`src/rtl/core/petr_pkg.sv`:
```
// Package: shared types and constants for the PCR elapsed time tracker.
`timescale 1ns / 1ps

package petr_pkg;

    typedef enum logic [1:0] {
        OP_BYTE       = 2'd0,
        OP_FULL_RESET = 2'd1,
        OP_HALF_RESET = 2'd2,
        OP_NOP        = 2'd3
    } op_t;

    localparam logic [7:0]  SYNC_BYTE      = 8'h47;
    localparam logic [7:0]  AF_FLAG_MASK   = 8'h20;
    localparam logic [7:0]  PCR_FLAG_MASK  = 8'h10;
    localparam int unsigned PCR_DIVISOR    = 450;
    localparam logic [15:0] MAX_STEP_RESET = 16'd400;

    localparam logic [7:0]  POS_SYNC       = 8'd0;
    localparam logic [7:0]  POS_AF_CTRL    = 8'd3;
    localparam logic [7:0]  POS_AF_FLAGS   = 8'd5;
    localparam logic [7:0]  POS_PCR_FIRST  = 8'd6;
    localparam logic [7:0]  POS_PCR_MID0   = 8'd7;
    localparam logic [7:0]  POS_PCR_MID1   = 8'd8;
    localparam logic [7:0]  POS_PCR_LAST   = 8'd9;

    // Clock event handed from the framer to the tracker
    typedef struct packed {
        logic        apply;
        logic [23:0] clock;
    } clk_evt_t;

    // Next result values produced by the tracker
    typedef struct packed {
        logic [31:0] elapsed;
        logic        taken;
        logic        pending;
    } trk_res_t;

    typedef struct packed {
        logic [7:0] digit;
        logic [8:0] rem;
    } div_step_t;

    // One byte of long division by the PCR divisor: n = {remainder, byte}
    function automatic div_step_t div_digit(input logic [16:0] n);
        logic [16:0] r;
        logic [16:0] d;
        div_step_t   res;
        r = n;
        res.digit = 8'd0;
        for (int i = 7; i >= 0; i--)
        begin
            d = 17'(PCR_DIVISOR) << i;
            if (r >= d)
            begin
                r = r - d;
                res.digit[i] = 1'b1;
            end
        end
        res.rem = r[8:0];
        return res;
    endfunction

endpackage

```
`src/rtl/core/pcr_elapsed_time_tracker.sv`:
```
// Top level: PCR elapsed time tracker with input and result registers.
// Each item is held in the input register, then its result in the result register.
// Throughput: one byte per cycle; the input register advances whenever the
//   result register is empty or its result transfers in the same cycle.
// The PCR word is divided by 450 one byte per cycle while bytes 6 to 9 advance.
// Reset (rst_n low, asynchronous): empty pipeline, tracker cleared, max_step 400.
`timescale 1ns / 1ps

module pcr_elapsed_time_tracker
    import petr_pkg::*;
#(
    parameter int PACKET_BYTES = 188
)
(
    input  logic        clk,
    input  logic        rst_n,
    // input channel
    input  logic        in_valid,
    output logic        in_ready,
    input  logic [1:0]  op,
    input  logic [7:0]  data_byte,
    // result channel
    output logic        out_valid,
    input  logic        out_ready,
    output logic [31:0] elapsed_time,
    output logic        pcr_taken,
    output logic        jump_pending,
    // configuration
    input  logic        cfg_wr_en,
    input  logic [15:0] cfg_wr_data
);

    // Input register stage
    logic       s1_valid_reg;
    op_t        s1_op_reg;
    logic [7:0] s1_byte_reg;

    // Result register stage
    logic        out_valid_reg;
    logic [31:0] elapsed_reg;
    logic        taken_reg;
    logic        pending_reg;

    logic [15:0] max_step_reg;

    logic     advance;
    clk_evt_t evt;
    trk_res_t res;

    // Advance the held item when the result register is free or draining now
    assign advance  = s1_valid_reg && (!out_valid_reg || out_ready);
    assign in_ready = !s1_valid_reg || advance;

    // Hold the configured step limit; the user must make writes only while idle, unenforced
    always_ff @(posedge clk or negedge rst_n)
    begin
        if (!rst_n)
            max_step_reg <= MAX_STEP_RESET;
        else if (cfg_wr_en)
            max_step_reg <= cfg_wr_data;
    end

    always_ff @(posedge clk or negedge rst_n)
    begin
        if (!rst_n)
            s1_valid_reg <= 1'b0;
        else if (in_ready)
            s1_valid_reg <= in_valid;
    end

    always_ff @(posedge clk)
    begin
        if (in_ready && in_valid)
        begin
            s1_op_reg   <= op_t'(op);
            s1_byte_reg <= data_byte;
        end
    end

    petr_framer #(
        .PACKET_BYTES (PACKET_BYTES)
    ) u_framer (
        .clk       (clk),
        .rst_n     (rst_n),
        .advance   (advance),
        .op        (s1_op_reg),
        .data_byte (s1_byte_reg),
        .evt       (evt)
    );

    petr_tracker u_tracker (
        .clk      (clk),
        .rst_n    (rst_n),
        .advance  (advance),
        .op       (s1_op_reg),
        .evt      (evt),
        .max_step (max_step_reg),
        .res      (res)
    );

    // Capture the result on advance; drop valid once it transfers
    always_ff @(posedge clk or negedge rst_n)
    begin
        if (!rst_n)
            out_valid_reg <= 1'b0;
        else if (advance)
            out_valid_reg <= 1'b1;
        else if (out_ready)
            out_valid_reg <= 1'b0;
    end

    always_ff @(posedge clk)
    begin
        if (advance)
        begin
            elapsed_reg <= res.elapsed;
            taken_reg   <= res.taken;
            pending_reg <= res.pending;
        end
    end

    assign out_valid    = out_valid_reg;
    assign elapsed_time = elapsed_reg;
    assign pcr_taken    = taken_reg;
    assign jump_pending = pending_reg;

endmodule

```
`src/rtl/core/petr_framer.sv`:
```
// Framer: packet position, PCR flag checks and byte-wise division of the PCR word.
`timescale 1ns / 1ps

module petr_framer
    import petr_pkg::*;
#(
    parameter int PACKET_BYTES = 188
)
(
    input  logic       clk,
    input  logic       rst_n,
    input  logic       advance,
    input  op_t        op,
    input  logic [7:0] data_byte,
    output clk_evt_t   evt
);

    localparam logic [7:0] LAST_POS = 8'(PACKET_BYTES - 1);

    logic [7:0]  pos_reg, pos_next;
    logic        has_pcr_reg, has_pcr_next;
    logic        nonzero_reg, nonzero_next;
    logic [8:0]  rem_reg, rem_next;
    logic [23:0] quo_reg, quo_next;
    logic [16:0] div_in;
    div_step_t   step;
    logic        byte_nz;
    logic        last_byte;

    assign byte_nz   = |data_byte;
    assign last_byte = (pos_reg >= LAST_POS);
    assign div_in    = (pos_reg == POS_PCR_FIRST) ? {9'd0, data_byte} : {rem_reg, data_byte};
    assign step      = div_digit(div_in);

    always_comb
    begin
        pos_next     = pos_reg;
        has_pcr_next = has_pcr_reg;
        nonzero_next = nonzero_reg;
        rem_next     = rem_reg;
        quo_next     = quo_reg;
        if (op == OP_FULL_RESET || op == OP_HALF_RESET)
        begin
            pos_next     = 8'd0;
            has_pcr_next = 1'b0;
        end
        else if (op == OP_BYTE)
        begin
            case (pos_reg)
                POS_SYNC:
                begin
                    has_pcr_next = (data_byte == SYNC_BYTE);
                end
                POS_AF_CTRL:
                begin
                    if ((data_byte & AF_FLAG_MASK) == 8'd0)
                        has_pcr_next = 1'b0;
                end
                POS_AF_FLAGS:
                begin
                    if ((data_byte & PCR_FLAG_MASK) == 8'd0)
                        has_pcr_next = 1'b0;
                end
                POS_PCR_FIRST:
                begin
                    nonzero_next = byte_nz;
                    rem_next     = step.rem;
                    quo_next     = {16'd0, step.digit};
                end
                POS_PCR_MID0, POS_PCR_MID1:
                begin
                    nonzero_next = nonzero_reg | byte_nz;
                    rem_next     = step.rem;
                    quo_next     = {quo_reg[15:0], step.digit};
                end
                POS_PCR_LAST:
                begin
                    // drop the PCR when the whole word is zero
                    if (!(nonzero_reg | byte_nz))
                        has_pcr_next = 1'b0;
                    rem_next = step.rem;
                    quo_next = {quo_reg[15:0], step.digit};
                end
                default:
                begin
                end
            endcase
            if (last_byte)
            begin
                has_pcr_next = 1'b0;
                pos_next     = 8'd0;
            end
            else
            begin
                pos_next = pos_reg + 8'd1;
            end
        end
    end

    assign evt.apply = (op == OP_BYTE) && last_byte && has_pcr_reg;
    assign evt.clock = quo_reg;

    always_ff @(posedge clk or negedge rst_n)
    begin
        if (!rst_n)
        begin
            pos_reg     <= 8'd0;
            has_pcr_reg <= 1'b0;
        end
        else if (advance)
        begin
            pos_reg     <= pos_next;
            has_pcr_reg <= has_pcr_next;
        end
    end

    always_ff @(posedge clk)
    begin
        if (advance)
        begin
            nonzero_reg <= nonzero_next;
            rem_reg     <= rem_next;
            quo_reg     <= quo_next;
        end
    end

endmodule

```
`src/rtl/core/petr_tracker.sv`:
```
// Tracker: clock continuity, jump confirmation and elapsed time accumulation.
`timescale 1ns / 1ps

module petr_tracker
    import petr_pkg::*;
(
    input  logic        clk,
    input  logic        rst_n,
    input  logic        advance,
    input  op_t         op,
    input  clk_evt_t    evt,
    input  logic [15:0] max_step,
    output trk_res_t    res
);

    logic [23:0] last_reg, last_next;
    logic        base_valid_reg, base_valid_next;
    logic [23:0] pending_reg, pending_next;
    logic [15:0] step_reg, step_next;
    logic [31:0] elapsed_reg, elapsed_next;

    logic [23:0] delta;
    logic [24:0] last_limit;
    logic [24:0] pend_limit;
    logic        is_jump;
    logic        confirm;

    assign delta      = evt.clock - last_reg;
    assign last_limit = {1'b0, last_reg} + {9'd0, max_step};
    assign pend_limit = {1'b0, pending_reg} + {9'd0, max_step};
    assign is_jump    = (evt.clock < last_reg) || ({1'b0, evt.clock} > last_limit);
    assign confirm    = (pending_reg != 24'd0) && (evt.clock >= pending_reg)
                        && ({1'b0, evt.clock} < pend_limit);

    always_comb
    begin
        last_next       = last_reg;
        base_valid_next = base_valid_reg;
        pending_next    = pending_reg;
        step_next       = step_reg;
        elapsed_next    = elapsed_reg;
        case (op)
            OP_FULL_RESET:
            begin
                last_next       = 24'd0;
                base_valid_next = 1'b0;
                pending_next    = 24'd0;
                step_next       = 16'd0;
                elapsed_next    = 32'd0;
            end
            OP_HALF_RESET:
            begin
                base_valid_next = (last_reg != 24'd0);
                pending_next    = 24'd0;
                step_next       = 16'd0;
                elapsed_next    = 32'd0;
            end
            OP_BYTE:
            begin
                if (evt.apply)
                begin
                    if (!base_valid_reg)
                    begin
                        // base and last move together, elapsed holds
                        base_valid_next = (evt.clock != 24'd0);
                        last_next       = evt.clock;
                        step_next       = 16'd0;
                    end
                    else if (evt.clock == last_reg)
                    begin
                    end
                    else if (is_jump)
                    begin
                        if (confirm)
                        begin
                            elapsed_next = elapsed_reg + {15'd0, step_reg, 1'b0};
                            last_next    = evt.clock;
                            pending_next = 24'd0;
                        end
                        else
                        begin
                            pending_next = evt.clock;
                        end
                    end
                    else
                    begin
                        pending_next = 24'd0;
                        step_next    = delta[15:0];
                        last_next    = evt.clock;
                        elapsed_next = elapsed_reg + {8'd0, delta};
                    end
                end
            end
            default:
            begin
            end
        endcase
    end

    assign res.elapsed = elapsed_next;
    assign res.taken   = (op == OP_BYTE) && evt.apply;
    assign res.pending = (pending_next != 24'd0);

    always_ff @(posedge clk or negedge rst_n)
    begin
        if (!rst_n)
        begin
            last_reg       <= 24'd0;
            base_valid_reg <= 1'b0;
            pending_reg    <= 24'd0;
            step_reg       <= 16'd0;
            elapsed_reg    <= 32'd0;
        end
        else if (advance)
        begin
            last_reg       <= last_next;
            base_valid_reg <= base_valid_next;
            pending_reg    <= pending_next;
            step_reg       <= step_next;
            elapsed_reg    <= elapsed_next;
        end
    end

endmodule

```
`config.mk`:
```
export PLATFORM = sky130hd
export DESIGN_NAME = pcr_elapsed_time_tracker
export DESIGN_NICKNAME = d
export VERILOG_FILES = /design/src/rtl/core/petr_pkg.sv /design/src/rtl/core/pcr_elapsed_time_tracker.sv /design/src/rtl/core/petr_framer.sv /design/src/rtl/core/petr_tracker.sv
export SDC_FILE = /design/constraint.sdc
export NUM_CORES = 1
export LEC_CHECK = 0
export ABC_AREA = 1
export BUFFER_PORTS_ARGS = -buffer_cell sky130_fd_sc_hd__buf_2
export CORE_MARGIN = 4
export CORE_UTILIZATION = 42
export DETAILED_ROUTE_END_ITERATION = 10
export SYNTH_ARGS = -nofsm -noshare
export SYNTH_HDL_FRONTEND = slang
export SYNTH_HIERARCHICAL = 1
export SYNTH_SLANG_ARGS = --single-unit
```
`constraint.sdc`:
```
create_clock -name clk -period 7.13 [get_ports clk]
set_input_delay 1.0695 -clock clk [delete_from_list [all_inputs] [get_ports clk]]
set_output_delay 1.0695 -clock clk [all_outputs]
set_load 0.1 [all_outputs]
```
==> impl_metrics.py <==
metrics = {
    "critical_path": {
        "slowest_delay_ps": 430,
        "critPathTopFamily": "simple AND/OR/NAND/NOR gates",
        "r2r_end": "u_framer/rem_reg[7]$_DFFE_PP_",
        "critPathKind": "register to register",
        "cp-startpoint": "u_framer/pos_reg[1]$_DFFE_PN0P_",
        "rrSetupSlack_ps": -80,
        "cp.depth": 62,
        "crit_top_cell": "nand2_2",
        "endpoint_kind": "register",
        "endpoint": "u_framer/rem_reg[7]$_DFFE_PP_",
        "reg2regPathDepth": 62,
        "r2r-start": "u_framer/pos_reg[1]$_DFFE_PN0P_",
        "cp_max_fo": 8,
        "critPathArrivalTime_ps": 7520,
        "start_kind": "register",
        "required_ps": 7440,
        "slowest_stage": "dfrtp_1",
        "worst-path-buf-inv": 11,
    },
    "place": {
        "io_buffers": 66,
        "dpl_worst_slack_ps": -216,
        "dp.final_hpwl_mm": 53.6,
        "gp_congestion": 0.989,
    },
    "power": {
        "power.density_nw_per_um2": 215,
        "leakage_uw": 0.0122,
        "p_total_uw": 5350,
        "vdd_drop_max_mv": 0.227,
    },
    "synth": {
        "ys_seq_area_share_pct": 26.3,
        "ys_types": 60,
        "synth_seq_cells": 202,
        "synthFlopType": "dfrtp_1",
        "ys_warn_count": 6,
        "syn_inst": 2989,
        "synthesis.area_um2": 20700,
        "synth_nets": 3205,
        "synth_edf_count": 78,
        "syn_avg_cell_area_um2": 6.93,
        "async_flop_share_pct": 61.4,
    },
    "floorplanning": {
        "dieArea_um2": 52900,
        "die_h_um": 230,
        "die_w_um": 230,
        "pin_count": 67,
        "placementRows": 81,
        "core_area_um2": 48800,
        "initial_core_util_pct": 42.4,
    },
    "timing": {
        "hold_viol": 0,
        "fmax_mhz": 139,
        "setup_viol": 8,
        "finalClockSkew_ps": 21.2,
        "finalCritPeriodShare_pct": 101,
        "worst_slew_pin_slew_ps": 1360,
        "maxSlewHeadroom_pct": 8.40,
        "worst_slack_ps": -77.9,
        "slew_viol_final": 0,
        "rsz0062_at_grt": "true",
        "fin_crit_ps": 7210,
        "whs_ps": 493,
    },
    "cells_and_area": {
        "n_fill_cell": 4794,
        "area_growth_pct": 20.3,
        "final_cell_mix": "717 x nand2_1, 358 x inv_1, 204 x nand3_1",
        "layout.cells.most_common": "nand2_1",
        "drive_gt1_share_pct": 20.3,
        "nNetsFinal": 3448,
    },
    "route": {
        "drtIter0Drc": 1756,
        "first_pass_iters": 7,
        "wl_mm": 72.5,
        "wl_per_cell_um": 18.5,
        "drcViolationCount": 0,
        "via_count": 21600,
        "ant_nets": 0,
        "wl_met2_mm": 34.7,
        "top_layer": "met4",
        "dr_wl_met3_mm": 4.47,
        "met1Wirelength_mm": 30.8,
        "vias_per_cell": 5.51,
    },
    "global_routing": {
        "grt_max_degree": 75,
        "track_usage_pct": 26.2,
        "antenna_found_initial": 1,
        "grt_pass1_wl_mm": 113,
        "grt_overflow": 0,
        "grt_pass1_vias": 21000,
    },
    "clock_tree": {
        "cts_max_level": 1,
        "ctsHoldBuffers": 0,
        "cts_root_buffer": "clkbuf_16",
        "cts.path.max_buffers": 3,
        "clk_pin_slew_ps": 60,
        "cts_sinks": 202,
        "cts_tree": "built",
        "cts_made_buffers": 28,
        "clk_latency_ps": 570,
    },
    "status": {
        "status": "finished with violations",
        "violations": "negative setup slack",
    },
    "worst_hold_path": {
        "worst_hold_path_type": "register to register",
    },
    "flow_run": {
        "drv_cap": 0,
    },
}
==> synth_stat cells, drive strengths merged, types with 2 or more instances <==
library cell  count  share of area, %
fa                5              0.48
o31ai             4              0.17
o22ai            24              0.72
a221oi            2             0.085
dfrtp           121                15
a21oi           156               3.8
o21a              7              0.25
o21ai           203               5.4
xor2             91               3.8
and3              8              0.24
or2               8              0.24
nor3b             2             0.072
nand2           874                17
nor4             17              0.51
a21o             15              0.54
nand3b           19              0.69
a21boi            7              0.27
o21bai           12              0.43
buf              38               1.6
xnor2            38               1.6
nand3           234               6.4
o221ai            6              0.28
inv             399               7.3
clkbuf           25              0.45
nor3             45               1.3
nand4            91               2.7
a31oi            15              0.45
o2111ai           2             0.085
edfxtp           78                11
ha              180                11
dfstp             3              0.38
o211ai           11              0.40
nor2            244               5.1
==> logic make-up (layout without fill, tap and decap cells) <==
| kind of cell | Yosys count | after routing | synth area share, % |
|---|---|---|---|
| compound gates | 467 | 467 | 13.0 |
| other cells | 0 | 1 | 0 |
| buf+inv | 463 | 723 | 9.34 |
| simple gates | 1543 | 1548 | 34.6 |
| flops | 202 | 202 | 26.3 |
| xor+xnor | 129 | 129 | 5.45 |
| fa+ha+maj | 185 | 185 | 11.4 |
==> tightest hold or removal path, stage by stage, from the launching register on <==
cell and delay [ps]:
dfrtp_1 350, nand2_1 60, nand2_1 50
==> per-stage QoR <==
step                cell area, um^2  setup TNS [ps]  util [%]  instances
CTS                           23700           -5.57      48.6       3860
global placement              22500           -6.37      46.0       3780
floorplan                     20700               0         -       2989
detailed placement            22500           -1770      46.0       3780
global route                  24900           -4310      51.0       3918
finish                        24900            -431      51.0       3919
==> timing repair <==
action	CTS	global route
cloned	5	1
hold endpoints to repair	0	0
buffers inserted	23	57
pin swaps	14	121
gates resized for setup	52	186
endpoints found under the setup margin	9	10
==> per-layer routing <==
| metal | track usage (%) | vias to the layer above |
|---|---|---|
| met5 | 0 | - |
| met3 | 3.11 | 156 |
| met4 | 8.83 | 0 |
| met1 | 33.8 | 10300 |
| li1 | - | 10500 |
| met2 | 45.4 | 728 |
==> power breakdown <==
group          total [uW]  leakage, uW  internal [uW]  switching, uW
clock network        1330     0.000420            764            567
logic                2670      0.00933            992           1670
registers            1360      0.00241           1290           68.2
==> how the worst min path moves through the flow <==
stage,from,end,slack (ps),cells past startpoint
2_1_floorplan,s1_valid_reg$_DFFE_PN0P_,out_valid$_DFFE_PN0P_,450,2
3_3_place_gp,u_tracker/step_reg[2]$_DFFE_PN0P_,u_tracker/step_reg[2]$_DFFE_PN0P_,470,2
3_5_place_dp,u_tracker/step_reg[10]$_DFFE_PN0P_,u_tracker/step_reg[10]$_DFFE_PN0P_,480,2
4_1_cts,u_tracker/step_reg[11]$_DFFE_PN0P_,u_tracker/step_reg[11]$_DFFE_PN0P_,500,2
5_1_grt,u_tracker/step_reg[2]$_DFFE_PN0P_,u_tracker/step_reg[2]$_DFFE_PN0P_,520,2
6_report,u_tracker/step_reg[2]$_DFFE_PN0P_,u_tracker/step_reg[2]$_DFFE_PN0P_,490,2
==> layout make-up <==
| type | count | area (um^2) | area share, % |
|---|---|---|---|
| Antenna cell | 1 | 2.50 | 0.0100 |
| Inverter | 400 | 1520 | 6.11 |
| Timing Repair Buffer | 271 | 2030 | 8.16 |
| Sequential cell | 202 | 5450 | 21.9 |
| Clock inverter | 14 | 81.3 | 0.326 |
| Clock buffer | 38 | 779 | 3.13 |
| Tap cell | 664 | 831 | 3.33 |
| Multi-Input combinational cell | 2329 | 14200 | 57.1 |
Power figures use the tool's default switching activity.
